**src/p2c_pkg.sv**
```systemverilog
`default_nettype none

package p2c_pkg;

   // Field widths of one beat
   localparam int ANGLE_IN_W = 16;
   localparam int RADIUS_W   = 24;
   localparam int POS_W      = 32;

   // Internal datapath widths
   localparam int ACC_W  = 32;                  // full turn angle word, 2^31 = pi
   localparam int GAIN_W = 32;
   localparam int PROD_W = RADIUS_W + GAIN_W;   // radius * gain
   localparam int X0_W   = PROD_W - 16;         // start vector after scaling, Q24.16
   localparam int XY_W   = 42;                  // signed CORDIC vector with headroom
   localparam int RND_W  = XY_W - 16;           // vector rounded to Q26.0
   localparam int SUM_W  = POS_W + 2;           // offset sum before clipping

   // CORDIC gain compensation, Q0.32
   localparam logic [GAIN_W-1:0] GAIN_Q32 = 32'h9B74_EDA8;

   // Clipping bounds in the sum width
   localparam logic signed [SUM_W-1:0] SAT_MAX = 34'sh0_7FFF_FFFF;
   localparam logic signed [SUM_W-1:0] SAT_MIN = 34'sh3_8000_0000;
   localparam logic [POS_W-1:0] POS_MAX = 32'h7FFF_FFFF;
   localparam logic [POS_W-1:0] POS_MIN = 32'h8000_0000;

   // Register file
   localparam int CSR_ADDR_W = 3;
   localparam int CSR_DATA_W = 32;
   localparam logic CSR_IDX_AXIS_R = 1'b0;
   localparam logic CSR_IDX_AXIS_Z = 1'b1;

   // atan(2^-i) in units of 2^32 per full turn, rounded to nearest
   function automatic logic [ACC_W-1:0] atan_turn(input int idx);
      logic [ACC_W-1:0] val;
      unique case (idx)
         0:  val = 32'h2000_0000;
         1:  val = 32'h12E4_051E;
         2:  val = 32'h09FB_385B;
         3:  val = 32'h0511_11D4;
         4:  val = 32'h028B_0D43;
         5:  val = 32'h0145_D7E1;
         6:  val = 32'h00A2_F61E;
         7:  val = 32'h0051_7C55;
         8:  val = 32'h0028_BE53;
         9:  val = 32'h0014_5F2F;
         10: val = 32'h000A_2F98;
         11: val = 32'h0005_17CC;
         12: val = 32'h0002_8BE6;
         13: val = 32'h0001_45F3;
         14: val = 32'h0000_A2FA;
         15: val = 32'h0000_517D;
         16: val = 32'h0000_28BE;
         17: val = 32'h0000_145F;
         18: val = 32'h0000_0A30;
         19: val = 32'h0000_0518;
         20: val = 32'h0000_028C;
         21: val = 32'h0000_0146;
         22: val = 32'h0000_00A3;
         23: val = 32'h0000_0051;
         24: val = 32'h0000_0029;
         25: val = 32'h0000_0014;
         26: val = 32'h0000_000A;
         27: val = 32'h0000_0005;
         28: val = 32'h0000_0003;
         29: val = 32'h0000_0001;
         30: val = 32'h0000_0001;
         default: val = 32'h0000_0000;
      endcase
      return val;
   endfunction

endpackage

`default_nettype wire

```
**src/p2c_prescale.sv**
```systemverilog
`default_nettype none

module p2c_prescale #(
   parameter int ANGLE_BITS = 16
) (
   input  wire logic                                clock,
   input  wire logic                                reset,
   input  wire logic                                in_valid,
   output logic                                     in_ready,
   input  wire logic [p2c_pkg::ANGLE_IN_W-1:0]      in_angle,
   input  wire logic [p2c_pkg::RADIUS_W-1:0]        in_radius,
   output logic                                     out_valid,
   input  wire logic                                out_ready,
   output logic signed [p2c_pkg::XY_W-1:0]          out_x,
   output logic [ANGLE_BITS-1:0]                    out_z
);

   logic                               mul_valid_ff;
   logic [p2c_pkg::PROD_W-1:0]         prod_ff;
   logic [ANGLE_BITS-1:0]              fz_ff;
   logic                               neg_ff;
   logic                               x0_valid_ff;
   logic signed [p2c_pkg::XY_W-1:0]    x0_ff;
   logic [ANGLE_BITS-1:0]              z0_ff;

   logic                               adv_mul;
   logic                               adv_x0;
   logic [p2c_pkg::ACC_W-1:0]          z_full;
   logic [ANGLE_BITS-1:0]              z_cut;
   logic                               fold;
   logic [ANGLE_BITS-1:0]              fz_in;
   logic [p2c_pkg::PROD_W-1:0]         prod_in;
   logic signed [p2c_pkg::XY_W-1:0]    x_mag;
   logic signed [p2c_pkg::XY_W-1:0]    x0_in;

   // A stage moves when it is empty or its successor moves
   assign adv_x0   = !x0_valid_ff || out_ready;
   assign adv_mul  = !mul_valid_ff || adv_x0;
   assign in_ready = adv_mul;

   // Keep the top angle bits and fold the outer half-turn onto the inner one
   assign z_full = {in_angle, {(p2c_pkg::ACC_W - p2c_pkg::ANGLE_IN_W){1'b0}}};
   assign z_cut  = z_full[p2c_pkg::ACC_W-1 -: ANGLE_BITS];
   assign fold   = z_cut[ANGLE_BITS-1] ^ z_cut[ANGLE_BITS-2];
   assign fz_in  = fold ? {~z_cut[ANGLE_BITS-1], z_cut[ANGLE_BITS-2:0]} : z_cut;

   // Scale the radius by the gain constant
   assign prod_in = {{p2c_pkg::GAIN_W{1'b0}}, in_radius} *
                    {{p2c_pkg::RADIUS_W{1'b0}}, p2c_pkg::GAIN_Q32};

   always_ff @(posedge clock) begin
      if (reset) begin
         mul_valid_ff <= 1'b0;
      end else if (adv_mul) begin
         mul_valid_ff <= in_valid;
      end
   end

   always_ff @(posedge clock) begin
      if (adv_mul && in_valid) begin
         prod_ff <= prod_in;
         fz_ff   <= fz_in;
         neg_ff  <= fold;
      end
   end

   // Drop the low product bits and negate the start vector after a fold
   assign x_mag = signed'({{(p2c_pkg::XY_W - p2c_pkg::X0_W){1'b0}},
                           prod_ff[p2c_pkg::PROD_W-1:16]});
   assign x0_in = neg_ff ? -x_mag : x_mag;

   always_ff @(posedge clock) begin
      if (reset) begin
         x0_valid_ff <= 1'b0;
      end else if (adv_x0) begin
         x0_valid_ff <= mul_valid_ff;
      end
   end

   always_ff @(posedge clock) begin
      if (adv_x0 && mul_valid_ff) begin
         x0_ff <= x0_in;
         z0_ff <= fz_ff;
      end
   end

   assign out_valid = x0_valid_ff;
   assign out_x     = x0_ff;
   assign out_z     = z0_ff;

endmodule

`default_nettype wire

```
**config.mk**
```make
export PLATFORM = sky130hd
export DESIGN_NAME = p2c_prescale
export DESIGN_NICKNAME = d
export VERILOG_FILES = /design/src/p2c_pkg.sv /design/src/p2c_prescale.sv
export SDC_FILE = /design/constraint.sdc
export NUM_CORES = 1
export LEC_CHECK = 0
export BUFFER_PORTS_ARGS = -buffer_cell sky130_fd_sc_hd__buf_2
export CAP_MARGIN = 40
export CORE_MARGIN = 2
export CORE_UTILIZATION = 55
export DETAILED_ROUTE_END_ITERATION = 10
export PLACE_DENSITY = 0.74
export SYNTH_ARGS = -nofsm -noshare
export SYNTH_HDL_FRONTEND = slang
export SYNTH_SLANG_ARGS = --single-unit
```
**constraint.sdc**
```tcl
create_clock -name clock -period 6.1 [get_ports clock]
set_input_delay 0.61 -clock clock [delete_from_list [all_inputs] [get_ports clock]]
set_output_delay 0.61 -clock clock [all_outputs]
set_load 0.03 [all_outputs]
```
==> key figures, run 1 <==
Timing
  – Hold Fails Final Rpt: 0
  – Hold WS: 0.335 ns
  – Clk_skew: 0.0122 ns
  – Worst Tran Pin Value: 0.701 ns
  – Smallest setup slack after layout: -0.000580 ns
  – Max Clock Freq: 0.164 GHz
  – # setup viols final: 1
  – Period utilization: 100%
  – Final critical-path required period: 6.10 ns
  – Slew Limit Headroom: 53.3%
  – Final Max Slew Viols: 0
  – RSZ-0062 raised after global routing: yes

Synthesis
  – Sequential share of the synthesized area: 21.0%
  – Average cell area after synthesis: 11.0 um^2
  – Synthesized area: 0.0167 mm^2
  – Yosys reg bits: 117
  – Primary FF master, synth: edfxtp_1
  – Post-synth EDFFs: 115
  – Ys async rst share: 0%
  – Cells after Synth: 1509
  – Syn nets: 2080
  – Yosys warning count: 0
  – Synth cell types: 58

Floorplan
  – Starting Density: 56.0%
  – Row count: 63
  – I/O pin cnt: 104
  – Die width: 178 um
  – Die Y-Extent: 178 um
  – Core area: 0.0297 mm^2
  – Die area: 0.0317 mm^2

GRT
  – Initial antenna violation count: 1
  – Largest net degree at the start of global routing: 59
  – First-pass GRT wire length: 68.2 mm
  – Total gr overflow: 0
  – GRT Util Overall: 28.8%
  – Number of global-route vias before repair: 12815

Worst setup path
  – Critical Path Source Type: input port
  – Worst-path fanout max: 4
  – Worst EP required: 6.29 ns
  – CP arrival: 6.29 ns
  – Critical path type: input port to register
  – CP Capture Type: register
  – R2R Setup Slk: 2.65 ns

Status
  – Violated checks: setup timing
  – Status: finished, violations left

Clock network
  – CTS tree: yes
  – Hold-fix buffers, CTS: 0
  – Max Buffers Root-to-Sink: 3
  – Num CTS Buffers: 25
  – H-tree lvl count: 4
  – Clk root buf: clkbuf_16
  – Later-pin clock latency in the skew report: 0.45 ns
  – CTS Sinks: 117
  – Clock slew seen by the registers of the worst setup and hold paths: 0.05 ns

Placement
  – Placer Congestion: 1.03
  – DP Cell Count: 2257
  – Pre-CTS setup slack: -0.710 ns
  – Detailed placer's ending HPWL: 38.2 mm
  – # port buffers: 103

Route
  – Via density: 5.18
  – Routed Antenna Nets: 0
  – Wirelength, routed: 44.7 mm
  – 1st-iter DRT viols: 595
  – WL/cell: 19.3 um
  – DRC Markers: 0
  – DRT Pass-1 Iters: 5
  – Vias: 11981

Final layout
  – Non-filler cells, final: 2312
  – Most common cell after layout, fill and taps aside: inv_1
  – Most frequent cells in the layout: inv_1, buf_4, fa_1
  – NumNets Final: 2486
  – Share of cells above drive strength 1: 30.5%
  – FILL cells: 2113
  – Synthesis-to-finish area growth: 28.1%

Job
  – Max Cap Viol: 0

Worst hold path
  – Hold Crit Class: input port to register
==> flip-flops by register name (all words and copies together), names as in the netlist <==
signal and count:
fz_ff 16, mul_valid_ff 1, neg_ff 1, out_valid 1, out_x 42, out_z 16
prod_ff 40
==> synthesized netlist by cell type, drive strengths merged (2+ instances only) <==
| cell | number | area share (%) |
|---|---|---|
| inv | 433 | 9.8 |
| fa | 296 | 36 |
| ha | 231 | 17 |
| edfxtp | 115 | 21 |
| xnor2 | 54 | 2.8 |
| nand2 | 45 | 1.0 |
| a21oi | 42 | 1.3 |
| o21ai | 39 | 1.2 |
| nor2 | 36 | 0.81 |
| xor2 | 22 | 1.2 |
| clkbuf | 17 | 0.38 |
| or3 | 13 | 0.58 |
| a21o | 12 | 0.54 |
| nor3 | 12 | 0.36 |
| nand2b | 11 | 0.46 |
| nand3 | 11 | 0.33 |
| o31ai | 11 | 0.50 |
| nand4 | 9 | 0.34 |
| or2 | 9 | 0.34 |
| nor2b | 8 | 0.30 |
| o41ai | 8 | 0.53 |
| a211oi | 6 | 0.27 |
| and3 | 6 | 0.23 |
| o21bai | 6 | 0.27 |
| a31oi | 5 | 0.19 |
| o211ai | 5 | 0.23 |
| o21a | 5 | 0.23 |
| or4 | 5 | 0.27 |
| and2 | 4 | 0.15 |
| a21boi | 3 | 0.14 |
| a311oi | 3 | 0.16 |
| a2111oi | 2 | 0.11 |
| a31o | 2 | 0.11 |
| dfxtp | 2 | 0.24 |
| nor4b | 2 | 0.11 |
| o31a | 2 | 0.11 |
==> worst paths after layout <==
check                                            from               endpoint  depth (start not counted)
worst min register to register     fz_ff[6]$_DFFE_PP_     out_z[6]$_DFFE_PP_                          0
worst max-delay path                     in_radius[8]  prod_ff[38]$_DFFE_PP_                         20
worst min-delay path                      in_angle[8]     fz_ff[8]$_DFFE_PP_                          1
worst max register to register  prod_ff[21]$_DFFE_PP_    out_x[36]$_DFFE_PP_                          8
==> cells by family after synthesis <==
logic type	share of synthesized area, %
AOI/OAI and AO/OA	6.48
xor gates and xnor gates	4.00
adders and majority gates	52.9
buffers and inverters	10.1
DFF	21.0
and+or+nand+nor	5.47
==> area by class of cell <==
| class | instances | area [um^2] | share of cell area [%] |
|---|---|---|---|
| Multi-Input combinational cell | 942 | 12200 | 57.3 |
| Sequential cell | 117 | 3490 | 16.4 |
| Timing Repair Buffer | 396 | 2820 | 13.2 |
| Inverter | 433 | 1630 | 7.62 |
| Clock buffer | 28 | 647 | 3.03 |
| Tap cell | 390 | 488 | 2.29 |
| Clock inverter | 5 | 22.5 | 0.106 |
| Antenna cell | 1 | 2.50 | 0.0117 |
==> critical path, stage by stage <==
cell and delay (ns):
buf_8 0.11, fa_1 0.58, inv_2 0.06, fa_2 0.56, inv_2 0.04, fa_1 0.57
fa_2 0.48, fa_2 0.56, fa_1 0.43, fa_1 0.49, ha_4 0.33, nand3_4 0.09
nor4b_4 0.35, a21boi_4 0.11, a31o_4 0.25, a31oi_4 0.15, o21ai_2 0.09, buf_4 0.13
and2_4 0.16, xnor2_1 0.12
==> routing by layer <==
metal  track usage, %  part of all wire, %  vias up
li1                 -                    -     5579
met1             39.1                   43     5931
met2             47.9                   47      395
met3             5.52                  6.9       76
met4             7.79                  2.6        0
met5                0                    0        -
==> timing repair <==
item                       in CTS  in global routing
resized for setup              46                137
cloned                          0                  0
pin swaps                      50                 64
buffers inserted               10                 11
setup endpoints to repair      13                 27
==> per-stage QoR <==
step	area [um^2]	utilization, %	setup TNS [ns]
6_report	21300	71.8	-0.000580
5_1_grt	21300	71.8	-1.43
4_1_cts	20800	69.9	0
3_5_place_dp	19800	66.6	-14.28
3_3_place_gp	19800	66.6	-11.55
2_1_floorplan	16800	-	-0.0519
Power of run 1 is left out: the tool's default activity adds up to more than one toggle a clock period on the data nets, which glitch-free logic cannot reach.
==> run 2, diff against run 1 <==
--- a/config.mk
+++ b/config.mk
@@ -5,12 +5,12 @@
 export SDC_FILE = /design/constraint.sdc
 export NUM_CORES = 1
 export LEC_CHECK = 0
-export BUFFER_PORTS_ARGS = -buffer_cell sky130_fd_sc_hd__buf_2
 export CAP_MARGIN = 40
 export CORE_MARGIN = 2
 export CORE_UTILIZATION = 55
 export DETAILED_ROUTE_END_ITERATION = 10
-export PLACE_DENSITY = 0.74
+export DONT_BUFFER_PORTS = 1
+export PLACE_DENSITY = 0.71
 export SYNTH_ARGS = -nofsm -noshare
 export SYNTH_HDL_FRONTEND = slang
 export SYNTH_SLANG_ARGS = --single-unit
==> run 2 against run 1 <==
The run now ends clean. Die area did not move. Wire length shrank 5.4%. Final cell count fell by 7.9%. Fmax is 2.5% higher. Global-route usage fell by 0.99 points. Flip-flop and latch count did not move.
==> key figures, run 2 (synthesized netlist as in run 1, its figures left out) <==
Timing
  – Period utilization: 97.6% (was 100%)
  – Hold Fails Final Rpt: 0 (unchanged)
  – Worst Tran Pin Value: 0.758 ns (was 0.701 ns)
  – Final critical-path required period: 5.95 ns (was 6.10 ns)
  – # setup viols final: 0 (was 1)
  – Final Max Slew Viols: 0 (unchanged)
  – Fin Setup TNS: 0 ns (was -0.000580 ns)
  – Max Clock Freq: 0.168 GHz (was 0.164 GHz)
  – Clk_skew: 0.00909 ns (was 0.0122 ns)
  – Slew Limit Headroom: 48.9% (was 53.3%)

Placement
  – Detailed placer's ending HPWL: 37.2 mm (was 38.2 mm)
  – # port buffers: 0 (was 103)
  – Placer Congestion: 1.00 (was 1.03)

Route
  – WL/cell: 19.9 um (was 19.3 um)
  – DRC Markers: 0 (unchanged)
  – 1st-iter DRT viols: 542 (was 595)
  – Wirelength, routed: 42.3 mm (was 44.7 mm)
  – DRT Pass-1 Iters: 5 (unchanged)
  – Via density: 5.22 (was 5.18)
  – Routed Antenna Nets: 0 (unchanged)
  – Vias: 11106 (was 11981)

Clock network
  – CTS tree: yes (unchanged)
  – Clock slew seen by the registers of the worst setup and hold paths: 0.05 ns (about the same)
  – H-tree lvl count: 4 (unchanged)
  – Num CTS Buffers: 25 (unchanged)
  – Max Buffers Root-to-Sink: 3 (unchanged)
  – Hold-fix buffers, CTS: 0 (unchanged)
  – Later-pin clock latency in the skew report: 0.45 ns (about the same)
  – Clk root buf: clkbuf_16 (unchanged)
  – CTS Sinks: 117 (unchanged)

Worst hold path
  – Hold Crit Class: input port to register (unchanged)

Final layout
  – NumNets Final: 2304 (was 2486)
  – Max FFs per register: 42 (unchanged)
  – Most common cell after layout, fill and taps aside: inv_1 (unchanged)
  – Antenna diodes: 0 (was 1)
  – Most frequent cells in the layout: inv_1, fa_1, buf_4 (was inv_1, buf_4, fa_1)
  – Synthesis-to-finish area growth: 19.2% (was 28.1%)
  – Share of cells above drive strength 1: 20.1% (was 30.5%)

Worst setup path
  – Worst EP required: 6.33 ns (was 6.29 ns)
  – R2r startpoint: prod_ff[21]$_DFFE_PP_ (unchanged)
  – R2R Setup Slk: 2.64 ns (was 2.65 ns)
  – Critical Path Source Type: input port (unchanged)
  – CP Capture Type: register (unchanged)
  – R2R depth: 8 (unchanged)
  – Critical path type: input port to register (unchanged)
  – FF-to-FF End: out_x[34]$_DFFE_PP_ (was out_x[36]$_DFFE_PP_)
  – Worst-path fanout max: 5 (was 4)
  – CP arrival: 6.18 ns (was 6.29 ns)
  – Critical Path Sink: prod_ff[42]$_DFFE_PP_ (was prod_ff[38]$_DFFE_PP_)
  – Crit. Startpoint: in_radius[9] (was in_radius[8])

GRT
  – Largest net degree at the start of global routing: 59 (unchanged)
  – First-pass GRT wire length: 65.5 mm (was 68.2 mm)
  – Initial antenna violation count: 1 (unchanged)
  – Number of global-route vias before repair: 12207 (was 12815)
  – Total gr overflow: 0 (unchanged)
  – GRT Util Overall: 27.8% (was 28.8%)

Floorplan
  – Starting Density: 56.0% (unchanged)
  – Die Y-Extent: 178 um (unchanged)
  – I/O pin cnt: 104 (unchanged)
  – Die area: 0.0317 mm^2 (unchanged)
  – Core area: 0.0297 mm^2 (unchanged)
  – Row count: 63 (unchanged)
  – Die width: 178 um (unchanged)

Status
  – Status: finished clean (was finished, violations left)

Job
  – Max Cap Viol: 0 (unchanged)
run 2: worst min-delay path by stage:
stage                        startpoint                   endpoint  slack (ns)  depth (start not counted)
CTS                               reset  mul_valid_ff$_SDFFE_PP0N_        0.22                          1
global placement    fz_ff[15]$_DFFE_PP_        out_z[15]$_DFFE_PP_        0.40                          0
finish                            reset     out_valid$_SDFFE_PP0P_        0.23                          1
global route                      reset     out_valid$_SDFFE_PP0P_        0.22                          1
detailed placement  fz_ff[15]$_DFFE_PP_        out_z[15]$_DFFE_PP_        0.41                          0
floorplan            fz_ff[0]$_DFFE_PP_         out_z[0]$_DFFE_PP_        0.40                          0
run 2: critical path, cell delays in order:
cell and delay [ns]:
fa_1 0.58, fa_1 0.47, fa_1 0.59, fa_1 0.45
fa_1 0.48, fa_1 0.54, inv_1 0.05, fa_1 0.52
inv_1 0.06, ha_4 0.30, a21oi_1 0.09, o21a_1 0.21
a21boi_2 0.18, a31o_2 0.26, a31oi_4 0.21, o21ai_4 0.08
nor4b_1 0.14, a2111oi_1 0.35
run 2: what timing repair did:
| item | CTS | global route |
|---|---|---|
| hold endpoints to repair | 0 | 0 |
| setup endpoints to repair | 2 | 22 |
| pin swaps | 1 | 78 |
| buffers inserted | 0 | 12 |
| gates resized for setup | 4 | 78 |
run 2: cell type report:
class | instances | area, um^2
multi-input combinational | 942 | 12000
clock inverter | 3 | 12.5
tap | 390 | 488
inverter | 433 | 1630
timing repair buffer | 214 | 1610
fill | 2232 | 9870
sequential | 117 | 3490
clock buffer | 30 | 654
run 2: per-stage QoR:
stage	utilization, %	hold WS [ns]	cells	area [um^2]	setup slack, ns
after floorplan	-	0.400	1509	16800	-0.0318
after global placement	63.1	0.401	2085	18800	-0.445
after detailed placement	63.1	0.405	2085	18800	-0.568
after CTS	65.4	0.218	2118	19400	0.0189
after global routing	66.8	0.219	2129	19800	-0.0368
final	66.8	0.234	2129	19800	0.149
run 2: per-layer routing:
metal | up-vias | global-route usage [%] | part of all wire, %
met5 | - | 0 | 0
met4 | 0 | 8.50 | 2.5
met3 | 63 | 5.33 | 7.2
met2 | 350 | 46.6 | 48
met1 | 5483 | 37.0 | 43
li1 | 5210 | - | -
Power of run 2 is left out for the same reason.
