## src/p2c_pkg.sv

```systemverilog
`default_nettype none

package p2c_pkg;

   // Field widths of one beat
   localparam int ANGLE_IN_W = 16;
   localparam int RADIUS_W   = 24;
   localparam int POS_W      = 32;

   // Internal datapath widths
   localparam int ACC_W  = 32;                  // full turn angle word, 2^31 = pi
   localparam int GAIN_W = 32;
   localparam int PROD_W = RADIUS_W + GAIN_W;   // radius * gain
   localparam int X0_W   = PROD_W - 16;         // start vector after scaling, Q24.16
   localparam int XY_W   = 42;                  // signed CORDIC vector with headroom
   localparam int RND_W  = XY_W - 16;           // vector rounded to Q26.0
   localparam int SUM_W  = POS_W + 2;           // offset sum before clipping

   // CORDIC gain compensation, Q0.32
   localparam logic [GAIN_W-1:0] GAIN_Q32 = 32'h9B74_EDA8;

   // Clipping bounds in the sum width
   localparam logic signed [SUM_W-1:0] SAT_MAX = 34'sh0_7FFF_FFFF;
   localparam logic signed [SUM_W-1:0] SAT_MIN = 34'sh3_8000_0000;
   localparam logic [POS_W-1:0] POS_MAX = 32'h7FFF_FFFF;
   localparam logic [POS_W-1:0] POS_MIN = 32'h8000_0000;

   // Register file
   localparam int CSR_ADDR_W = 3;
   localparam int CSR_DATA_W = 32;
   localparam logic CSR_IDX_AXIS_R = 1'b0;
   localparam logic CSR_IDX_AXIS_Z = 1'b1;

   // atan(2^-i) in units of 2^32 per full turn, rounded to nearest
   function automatic logic [ACC_W-1:0] atan_turn(input int idx);
      logic [ACC_W-1:0] val;
      unique case (idx)
         0:  val = 32'h2000_0000;
         1:  val = 32'h12E4_051E;
         2:  val = 32'h09FB_385B;
         3:  val = 32'h0511_11D4;
         4:  val = 32'h028B_0D43;
         5:  val = 32'h0145_D7E1;
         6:  val = 32'h00A2_F61E;
         7:  val = 32'h0051_7C55;
         8:  val = 32'h0028_BE53;
         9:  val = 32'h0014_5F2F;
         10: val = 32'h000A_2F98;
         11: val = 32'h0005_17CC;
         12: val = 32'h0002_8BE6;
         13: val = 32'h0001_45F3;
         14: val = 32'h0000_A2FA;
         15: val = 32'h0000_517D;
         16: val = 32'h0000_28BE;
         17: val = 32'h0000_145F;
         18: val = 32'h0000_0A30;
         19: val = 32'h0000_0518;
         20: val = 32'h0000_028C;
         21: val = 32'h0000_0146;
         22: val = 32'h0000_00A3;
         23: val = 32'h0000_0051;
         24: val = 32'h0000_0029;
         25: val = 32'h0000_0014;
         26: val = 32'h0000_000A;
         27: val = 32'h0000_0005;
         28: val = 32'h0000_0003;
         29: val = 32'h0000_0001;
         30: val = 32'h0000_0001;
         default: val = 32'h0000_0000;
      endcase
      return val;
   endfunction

endpackage

`default_nettype wire

```

## src/p2c_finish.sv

```systemverilog
`default_nettype none

module p2c_finish (
   input  wire logic                                clock,
   input  wire logic                                reset,
   input  wire logic [p2c_pkg::POS_W-1:0]           axis_r,
   input  wire logic [p2c_pkg::POS_W-1:0]           axis_z,
   input  wire logic                                in_valid,
   output logic                                     in_ready,
   input  wire logic signed [p2c_pkg::XY_W-1:0]     in_x,
   input  wire logic signed [p2c_pkg::XY_W-1:0]     in_y,
   output logic                                     out_valid,
   input  wire logic                                out_ready,
   output logic [p2c_pkg::POS_W-1:0]                out_pos_r,
   output logic [p2c_pkg::POS_W-1:0]                out_pos_z,
   output logic                                     out_saturated
);

   localparam logic signed [p2c_pkg::XY_W-1:0] RND_HALF =
      p2c_pkg::XY_W'(32768);

   logic                                sum_valid_ff;
   logic signed [p2c_pkg::SUM_W-1:0]    sum_r_ff;
   logic signed [p2c_pkg::SUM_W-1:0]    sum_z_ff;
   logic                                res_valid_ff;
   logic [p2c_pkg::POS_W-1:0]           pos_r_ff;
   logic [p2c_pkg::POS_W-1:0]           pos_z_ff;
   logic                                sat_ff;

   logic                                adv_sum;
   logic                                adv_res;
   logic signed [p2c_pkg::XY_W-1:0]     x_rnd;
   logic signed [p2c_pkg::XY_W-1:0]     y_rnd;
   logic signed [p2c_pkg::SUM_W-1:0]    sum_r_in;
   logic signed [p2c_pkg::SUM_W-1:0]    sum_z_in;
   logic                                over_r, under_r, over_z, under_z;
   logic [p2c_pkg::POS_W-1:0]           pos_r_in;
   logic [p2c_pkg::POS_W-1:0]           pos_z_in;

   // Output register parts the result beat from the pipeline
   assign adv_res  = !res_valid_ff || out_ready;
   assign adv_sum  = !sum_valid_ff || adv_res;
   assign in_ready = adv_sum;

   // Round to Q26.0 and add the axis offset
   assign x_rnd = in_x + RND_HALF;
   assign y_rnd = in_y + RND_HALF;
   assign sum_r_in =
      signed'({{(p2c_pkg::SUM_W - p2c_pkg::RND_W){x_rnd[p2c_pkg::XY_W-1]}},
               x_rnd[p2c_pkg::XY_W-1:16]}) +
      signed'({{(p2c_pkg::SUM_W - p2c_pkg::POS_W){axis_r[p2c_pkg::POS_W-1]}}, axis_r});
   assign sum_z_in =
      signed'({{(p2c_pkg::SUM_W - p2c_pkg::RND_W){y_rnd[p2c_pkg::XY_W-1]}},
               y_rnd[p2c_pkg::XY_W-1:16]}) +
      signed'({{(p2c_pkg::SUM_W - p2c_pkg::POS_W){axis_z[p2c_pkg::POS_W-1]}}, axis_z});

   always_ff @(posedge clock) begin
      if (reset) begin
         sum_valid_ff <= 1'b0;
      end else if (adv_sum) begin
         sum_valid_ff <= in_valid;
      end
   end

   always_ff @(posedge clock) begin
      if (adv_sum && in_valid) begin
         sum_r_ff <= sum_r_in;
         sum_z_ff <= sum_z_in;
      end
   end

   // Clip to the 32-bit range
   assign over_r  = sum_r_ff > p2c_pkg::SAT_MAX;
   assign under_r = sum_r_ff < p2c_pkg::SAT_MIN;
   assign over_z  = sum_z_ff > p2c_pkg::SAT_MAX;
   assign under_z = sum_z_ff < p2c_pkg::SAT_MIN;

   assign pos_r_in = over_r ? p2c_pkg::POS_MAX :
                     under_r ? p2c_pkg::POS_MIN : sum_r_ff[p2c_pkg::POS_W-1:0];
   assign pos_z_in = over_z ? p2c_pkg::POS_MAX :
                     under_z ? p2c_pkg::POS_MIN : sum_z_ff[p2c_pkg::POS_W-1:0];

   always_ff @(posedge clock) begin
      if (reset) begin
         res_valid_ff <= 1'b0;
      end else if (adv_res) begin
         res_valid_ff <= sum_valid_ff;
      end
   end

   always_ff @(posedge clock) begin
      if (adv_res && sum_valid_ff) begin
         pos_r_ff <= pos_r_in;
         pos_z_ff <= pos_z_in;
         sat_ff   <= over_r | under_r | over_z | under_z;
      end
   end

   assign out_valid     = res_valid_ff;
   assign out_pos_r     = pos_r_ff;
   assign out_pos_z     = pos_z_ff;
   assign out_saturated = sat_ff;

endmodule

`default_nettype wire

```

## config.mk

```make
export PLATFORM = sky130hd
export DESIGN_NAME = p2c_finish
export DESIGN_NICKNAME = d
export VERILOG_FILES = /design/src/p2c_pkg.sv /design/src/p2c_finish.sv
export SDC_FILE = /design/constraint.sdc
export NUM_CORES = 1
export LEC_CHECK = 0
export ABC_AREA = 1
export BUFFER_PORTS_ARGS = -buffer_cell sky130_fd_sc_hd__buf_2
export CORE_ASPECT_RATIO = 1.25
export CORE_MARGIN = 2
export CORE_UTILIZATION = 25
export DETAILED_ROUTE_END_ITERATION = 10
export SLEW_MARGIN = 10
export SYNTH_ARGS = -nofsm -noshare
export SYNTH_HDL_FRONTEND = slang
export SYNTH_SLANG_ARGS = --single-unit
export TNS_END_PERCENT = 100
```

## constraint.sdc

```tcl
create_clock -name clock -period 3.9 [get_ports clock]
set_clock_uncertainty 0.05 [all_clocks]
set_input_delay 0.195 -clock clock [delete_from_list [all_inputs] [get_ports clock]]
set_output_delay 0.195 -clock clock [all_outputs]
set_load 0.02 [all_outputs]
```

==> impl_metrics.ini, run 1 <==
[global_route]
track_usage_pct = 14.3
antenna_found_initial = 0
grt_pass1_wl_um = 49700
grt_max_degree = 66
grt-ovfl-total = 0
grt_pass1_vias = 10100

[cts]
cts_tree = yes
cts_max_level = 4
cts_resized = 0
clkSinkCount = 133
clk_latency_ns = 0.43
hold_buffers = 2
cts_root_buffer = clkbuf_16
clockBufferDepth = 2
postCtsSetupBuffers = 0
clk_pin_slew_ns = 0.06
cts_buffers = 17

[logic_synthesis]
synthAdderAreaFrac_pct = 8.14
synth_mux_area_share_pct = 0
synth_xor_area_share_pct = 6.25
seq_area_frac_synth_pct = 36.8
synthCells = 1576
ys_ff_latch = 133
synth_compound_area_share_pct = 2.32
synth_nets = 1797
avgSynthCellArea_sq_um = 6.85
synth_area_sq_um = 10800
yosys.area_share.simple_pct = 35.4
yosysUniqueCellTypes = 34
synth_top_family_by_area = simple AND/OR/NAND/NOR gates
yosys_warnings = 0

[worst_hold_path]
holdCritPathClass = in2reg
worstHoldEndpoint = out_valid
hold_depth = 4
min-delay-start = out_ready

[setup_path]
crit_chain = buf_2, ha_1, inv_1, nor3_1, nand4_1, xor2_1, inv_1, ha_1, nand2_1, inv_1, a21oi_1, nand2_1, a21oi_1, nand2_1, nand2_1, nand2_1
max_stage_delay_ns = 0.60
cp_top_family = simple AND/OR/NAND/NOR gates
crit_arrival_ns = 3.00
start_kind = input port
critPathBufInv = 4
r2r-start = out_valid
path_common_cell = nand2_1
r2r_slack_ns = 2.09
reg2reg_depth = 4
cp-end-kind = register
crit_slowest_cell = nor3_1
criticalPathCategory = in2reg
crit_path_max_fanout = 5
r2r_end = sum_r_ff[2]
crit_required_ns = 4.04

[finish]
fill_cells = 4651
layout-drive-gt1-share_pct = 13.8
nets = 1995
seqCellArea_sq_um = 3970
areaGrowthSynthToFinish_pct = 21.5
stdcell_area_sq_um = 13100
n_antenna_cell = 0
instances_no_fill = 2352
multiInputGateArea_sq_um = 5640

[die]
die_width_um = 190
die_area_sq_um = 44800
pin_count = 219
core_area_sq_um = 42900
die_h_um = 236
core.rowCount = 85
initial_core_util_pct = 25.2

[place]
gp_congestion = 0.917
io_buffer_count = 188
dpl.cell_count = 2318
dpl.hpwl_um = 26700
placed_area_sq_um = 12400

[sta]
worst_pin_slew_ns = 1.13
finalHoldViolations = 0
setup_viol = 0
slew_violations = 0
fin_crit_sh_pct = 73.3
fmax_ghz = 0.350
rsz0062_at_grt = no
slew_headroom_pct = 24.2
min_period_ns = 2.86
tns_ns = 0

[drt]
routedWlPerCell_um = 13.3
drt-met1-wl_um = 12100
top_layer = met4
met2_length_um = 16300
ant_nets = 0
num_vias = 9876
routed_via_density = 4.20
drcViolationCount = 0
wl_um = 31400
wl_met3_um = 1490
dr.pass1.iters = 5
first_iter_violations = 344

[run_status]
outcome = finished clean

[power_and_ir_drop]
finalPower_mw = 4.94
p_leak_nw = 7.19
p_per_area_nw_per_um2 = 377
irDropWorstVdd_mv = 0.241

[flow_run]
max-cap-violations = 0
## per-layer routing
metal  track usage, %  vias up
met2             27.1      233
met1             14.6     4347
met3             2.53       61
met5                0        -
li1                 -     5235
met4             7.96        0
## report_power, final
part	switching (mW)	total, mW	internal (mW)
Sequential	0.0431	1.84	1.80
Clock	0.629	1.85	1.22
Combinational	0.836	1.25	0.414
Total	1.51	4.94	3.44
## placed cells by master (no fill, tap or decap), types with 2 or more instances in the layout
cell type      synthesis  routed
nand2_2                2       2
nand3_2                5       5
buf_4                  0       3
nor3_2                 3       3
xnor2_1               18      18
edfxtp_1             131     131
fa_1                   2       2
nand2_1              697     697
xor2_1                59      59
nand3_1               65      65
nor2_2                 2       2
dlygate4sd3_1          0       2
clkbuf_16              0      17
inv_1                302     301
inv_2                  1       2
buf_2                  0     188
clkinv_4               0       3
ha_1                  67      67
nor3_4                 3       3
a21o_1                 2       2
a21oi_1               43      42
bufinv_16              0       6
dfxtp_1                2       2
clkbuf_1               8       3
nor3_1                21      21
nor2_1               105     105
o21bai_1               2       2
nor2_4                 3       3
nand4_1               17      17
## worst max path at each step
stage	start	to	slack, ns	depth (start not counted)
3_5_place_dp	in_y[15]	sum_z_ff[30]	0.62	16
4_1_cts	in_y[15]	sum_z_ff[30]	1.07	16
3_3_place_gp	in_y[15]	sum_z_ff[27]	0.66	16
5_1_grt	in_y[15]	sum_z_ff[30]	0.79	16
6_report	in_y[15]	sum_z_ff[30]	1.04	16
2_1_floorplan	out_valid	out_pos_r[0]	1.20	1
## per-stage QoR
step / hold slack (ns) / utilization [%] / setup slack (ns)
2_1_floorplan: 0.214 / - / 1.20
3_3_place_gp: 0.317 / 29.0 / 0.656
3_5_place_dp: 0.337 / 29.0 / 0.618
4_1_cts: 0.00729 / 30.6 / 1.07
5_1_grt: 0.0388 / 30.6 / 0.790
6_report: 0.0333 / 30.6 / 1.04
## flip-flops by register name, summed over array words and instances, names as in the netlist
signal and count:
out_valid 1, sum_valid_ff 1, out_saturated 1, out_pos_z 32, sum_z_ff 33, sum_r_ff 33
out_pos_r 32
## worst reg2reg max path: stages (launching register included)
cell	delay, ns
dfxtp_1	0.35
nand3_1	0.14
nand2_1	0.10
inv_2	0.41
buf_4	0.42
## synthesized netlist by cell type (all sizes together)
cell,n,share of area (%)
nand2,700,24
inv,303,11
edfxtp,131,36
nor2,111,4.3
nand3,70,3.5
ha,67,7.8
xor2,59,4.8
a21oi,43,2.0
nor3,27,1.7
nand4,18,1.1
xnor2,18,1.5
clkbuf,8,0.28
buf,6,0.21
a21o,2,0.14
and3,2,0.13
dfxtp,2,0.37
fa,2,0.37
o21bai,2,0.14
or2,2,0.12
nor3b,1,0.12
nor4,1,0.058
o21ai,1,0.046
## final cells by class
type | instances | area share (%)
Multi-Input combinational cell | 1126 | 43.0
Sequential cell | 133 | 30.3
Inverter | 303 | 8.67
Timing Repair Buffer | 193 | 7.50
Tap cell | 565 | 5.39
Clock buffer | 21 | 3.44
Clock inverter | 11 | 1.70
## cell families (layout without fill, tap and decap cells)
logic type | count (synthesis) | count (layout)
buffers and inverters | 317 | 528
XOR/XNOR | 77 | 77
adder cells (fa/ha/maj) | 69 | 69
AO/OA/AOI/OAI | 48 | 48
flip-flops | 133 | 133
AND/OR/NAND/NOR | 932 | 932
(Power assumes the default switching activity.)
==> inputs of run 2 (changes only) <==
Clock period 3.9 ns to 2.4 ns, I/O delays scaled along.
==> run 2 against run 1 <==
- clock power grew 55%
- cell area grew 14%
- count of clock-buffer cells in the layout shrank 4
- global-route usage grew 0.90 points
- die area is the same
- hold slack lost 0.015 ns
- first-iteration DRC count grew 41%
- largest power group is now registers
- critical path type unchanged
- highest routed layer unchanged
==> impl_metrics.ini, run 2 (synthesis gave the netlist of run 1 again) <==
[run_status]
outcome = finished clean

[sta]
slew_headroom_pct = 73.7
rsz0062_at_grt = yes
min_period_ns = 2.28
tns_ns = 0
setup_viol = 0
finalHoldViolations = 0
fin_crit_sh_pct = 95.1
fmax_ghz = 0.438
slew_violations = 0
worst_pin_slew_ns = 0.394

[drt]
dr.pass1.iters = 5
ant_nets = 0
wl_um = 33500
num_vias = 10800
routedWlPerCell_um = 13.1
drcViolationCount = 0
first_iter_violations = 484
routed_via_density = 4.22

[die]
initial_core_util_pct = 25.2
pin_count = 219
die_area_sq_um = 44800
die_width_um = 190
die_h_um = 236
core.rowCount = 85
core_area_sq_um = 42900

[global_route]
grt-ovfl-total = 0
grt_pass1_wl_um = 53100
grt_pass1_vias = 11000
grt_max_degree = 67
track_usage_pct = 15.2
antenna_found_initial = 2

[finish]
layout_common_cells = nand2_1, inv_1, buf_4
instances_no_fill = 2556
top_regs = sum_r_ff x33, sum_z_ff x33
nets = 2197
layout-drive-gt1-share_pct = 25.6
final_common_cell = nand2_1
stdcell_area_sq_um = 14900
areaGrowthSynthToFinish_pct = 38.0
fill_cells = 4542

[setup_path]
cp-end-kind = register
crit_required_ns = 2.54
start_kind = input port
path_common_cell = nand2_1
crit_slowest_cell = ha_4
crit_chain = buf_2, ha_2, inv_1, nor3_2, buf_4, nand4_1, xor2_1, inv_1, ha_4, nand2_1, nand2_2, nand2_1, nand2_1, inv_1, nand2_1, a21oi_2, nand2_1, nand2_1, nand2_1
cp_top_family = simple AND/OR/NAND/NOR gates
critPathBufInv = 5
crit_arrival_ns = 2.43
max_stage_delay_ns = 0.24
crit_path_max_fanout = 4
criticalPathCategory = in2reg

[flow_run]
max-cap-violations = 0

[place]
gp_congestion = 1.07
io_buffer_count = 188
placed_area_sq_um = 13900
dpl.cell_count = 2510
dpl.hpwl_um = 28200

[cts]
clk_latency_ns = 0.44
cts_buffers = 17
clk_pin_slew_ns = 0.06
cts_tree = yes
cts_max_level = 4
clockBufferDepth = 2
cts_root_buffer = clkbuf_16
clkSinkCount = 133

[power_and_ir_drop]
p_per_area_nw_per_um2 = 558
irDropWorstVdd_mv = 0.395
p_leak_nw = 8.18

[worst_hold_path]
holdCritPathClass = in2reg
## run 2: cell count changes in the layout (fill, tap and decap cells not counted), moves of 11 or more
| cell | delta |
|---|---|
| buf_4 | +196 |
| nor2_1 | -11 |
| nand2_1 | -19 |
| a21oi_1 | -13 |
| a21oi_2 | +13 |
| nand2_2 | +18 |
## run 2: layout make-up
| cell class | instances | area (sq um) | area share (%) |
|---|---|---|---|
| repair buffers | 395 | 2530 | 17.0 |
| inverters | 303 | 1140 | 7.67 |
| multi-input cells | 1126 | 5890 | 39.5 |
| clock inverters | 15 | 214 | 1.44 |
| well taps | 565 | 707 | 4.75 |
| diodes | 2 | 5.00 | 0.0336 |
| flip-flops and latches | 133 | 3970 | 26.7 |
| clock buffers | 17 | 425 | 2.86 |
## run 2: final timing paths
kind	startpoint	end	slack (ns)	depth (start not counted)
hold / removal	axis_z[1]	sum_z_ff[1]	0.02	2
hold reg to reg	sum_r_ff[32]	out_pos_r[31]	0.40	0
setup reg to reg	out_valid	sum_valid_ff	0.90	4
setup / recovery	in_y[15]	sum_z_ff[32]	0.12	19
## run 2: where the power goes
part	internal, mW	switching (mW)
Combinational	0.977	1.46
Sequential	2.93	0.0764
Clock	1.69	1.17
Total	5.59	2.71
## run 2: routing by layer
layer	share of wire [%]	GRT usage, %
met5	0	0
met4	5.1	8.39
met1	39	15.7
met3	4.3	2.50
met2	52	28.8
## run 2: timing repair
item | 4_1_cts | 5_1_grt
buffers inserted | 0 | 6
resized for setup | 2 | 63
hold buffers | 6 | 0
endpoints found under the hold margin | 5 | 0
pin swaps | 0 | 13
endpoints found under the setup margin | 1 | 28
## run 2: through the flow
step	total power, mW	util, %	setup WS (ns)	hold slack, ns
after floorplan	4.42	-	0.0751	0.139
after global placement	5.40	32.4	-0.473	0.243
after detailed placement	5.43	32.4	-0.463	0.249
after CTS	8.32	34.1	0.0136	0.00846
after global routing	8.81	34.7	-0.0751	0.0355
final	8.31	34.7	0.118	0.0186
==> inputs of run 3 (changes only) <==
Clock period 2.4 ns to 1.85 ns, I/O delays scaled along.
==> run 3 against run 2 <==
- register-to-register slack lost 0.42 ns
- wire length up 7.7%
- sequential power rose by 30%
- the flow now finishes with violations (negative setup slack)
- via count increased by 3.9%
- largest cell class unchanged
- critical endpoint is now sum_z_ff[30]
- combinational power increased by 75%
- hold slack improved by 0.0051 ns
- flip-flop and latch count did not move
- cell count up 2.5%
- count of clock-buffer cells in the layout rose by 2
- first-iteration DRC count is 19% lower
==> impl_metrics.ini, run 3 (synthesis gave the netlist of run 1 again) <==
[run_status]
outcome = finished, violations left
failed_checks = negative setup slack

[die]
die_area_sq_um = 44800
die_width_um = 190
initial_core_util_pct = 25.2
core.rowCount = 85
die_h_um = 236
core_area_sq_um = 42900
pin_count = 219

[drt]
routed_via_density = 4.28
ant_nets = 0
drcViolationCount = 0
num_vias = 11200
routedWlPerCell_um = 13.8
first_iter_violations = 393
dr.pass1.iters = 5
wl_um = 36000

[cts]
cts_buffers = 17
clkSinkCount = 133
cts_tree = yes
cts_max_level = 4
cts_root_buffer = clkbuf_16
clockBufferDepth = 2
clk_pin_slew_ns = 0.06
clk_latency_ns = 0.44

[power_and_ir_drop]
cell_internal_pwr_mw = 7.79
p_leak_nw = 9.02
p_clk_share_pct = 30.2
p_sw_mw = 3.90
pwr-share-seq_pct = 33.2
comb_power_share_pct = 36.6
p_per_area_nw_per_um2 = 655
irDropWorstVdd_mv = 0.522
p_sw_share_pct = 33.4

[setup_path]
criticalPathCategory = in2reg
crit_required_ns = 1.99
start_kind = input port
cp-end-kind = register
crit_arrival_ns = 2.31
crit_path_max_fanout = 4

[finish]
final_common_cell = nand2_1
nets = 2263
n_antenna_cell = 0
layout-drive-gt1-share_pct = 50.0
top_regs = sum_r_ff x33, sum_z_ff x33
layout_common_cells = nand2_1, buf_4, inv_1
areaGrowthSynthToFinish_pct = 65.5

[sta]
rsz0062_at_grt = yes
slew_violations = 0
fmax_ghz = 0.461
fin_crit_sh_pct = 117
tns_ns = -7.41
min_period_ns = 2.17
worst_pin_slew_ns = 0.387
finalHoldViolations = 0
setup_slack_ns = -0.317
setup_viol = 45
slew_headroom_pct = 74.2

[global_route]
grt_max_degree = 67
track_usage_pct = 15.8
antenna_found_initial = 0
grt_pass1_vias = 11400
grt_pass1_wl_um = 55500
grt-ovfl-total = 0

[worst_hold_path]
holdCritPathClass = in2reg

[place]
gp_congestion = 0.938
place_ws_ns = -1.01
io_buffer_count = 188
dpl.hpwl_um = 28400

[flow_run]
max-cap-violations = 0
==> run 3: changes by cell type in the layout (fill, tap and decap cells not counted), moves of 26 or more <==
cell     before  now
nand2_1     678  461
nand2_2      20  175
inv_1       298  218
inv_2         4   76
nand2_4       2   64
buf_6         0   45
ha_1         60   22
ha_4          4   41
nor2_1       94   57
nand3_1      61   31
buf_4       199  225
==> run 3: critical path, stage by stage <==
cell        delay [ns]
buf_8             0.08
clkinvlp_4        0.11
buf_6             0.14
nor3_4            0.14
nand2_2           0.10
nor2_4            0.23
xor2_1            0.21
ha_1              0.33
nand2_1           0.10
nand2_1           0.07
buf_4             0.15
nand2_4           0.06
nand2_4           0.06
nand2_2           0.06
nand2_2           0.06
a21oi_2           0.15
nand2_1           0.07
nand2_1           0.05
nand2_1           0.05
==> run 3: per-stage QoR <==
stage | cells | cell area (sq um) | power [mW] | hold WS, ns | util (%)
final | 2620 | 17900 | 11.7 | 0.0236 | 41.7
after global routing | 2620 | 17900 | 12.4 | 0.0286 | 41.7
after CTS | 2593 | 16500 | 11.3 | 0.00497 | 38.5
after detailed placement | 2516 | 14500 | 7.27 | 0.210 | 33.9
after global placement | 2516 | 14500 | 7.23 | 0.204 | 33.9
after floorplan | 1576 | 11400 | 5.89 | 0.102 | -
==> run 3: area by class of cell <==
cell class | count | area (sq um)
inverters | 303 | 1160
clock inverters | 13 | 171
flip-flops and latches | 133 | 3980
clock buffers | 19 | 433
multi-input cells | 1126 | 8040
well taps | 565 | 707
fillers | 4200 | 25000
repair buffers | 461 | 3370
==> run 3: timing repair <==
action	4_1_cts	5_1_grt
pin swaps	189	231
resized for setup	292	313
buffers inserted	38	30
endpoints found under the setup margin	49	51
hold buffers	7	0
hold endpoints to repair	5	0
==> run 3: power groups by stage <==
stage	Sequential (mW)	Clock, mW	Combinational [mW]
floorplan	4.08	0	1.81
CTS	3.89	3.65	3.78
global route	3.92	3.75	4.71
finish	3.89	3.53	4.28
global placement	3.95	0	3.28
detailed placement	3.96	0	3.32
==> run 3: final timing paths <==
kind	from	to	slack (ns)	cells after the start
max	in_y[21]	sum_z_ff[30]	-0.32	19
min	axis_z[1]	sum_z_ff[1]	0.02	2
max reg2reg	sum_valid_ff	out_pos_z[10]	0.48	3
min reg2reg	sum_r_ff[32]	out_pos_r[31]	0.41	0
==> run 3: per-layer routing <==
layer	global-route usage, %	vias up	part of all wire, %
met5	0	-	0
met4	9.02	0	5.3
met2	30.6	243	54
li1	-	5774	-
met3	2.87	77	4.4
met1	15.6	5111	36
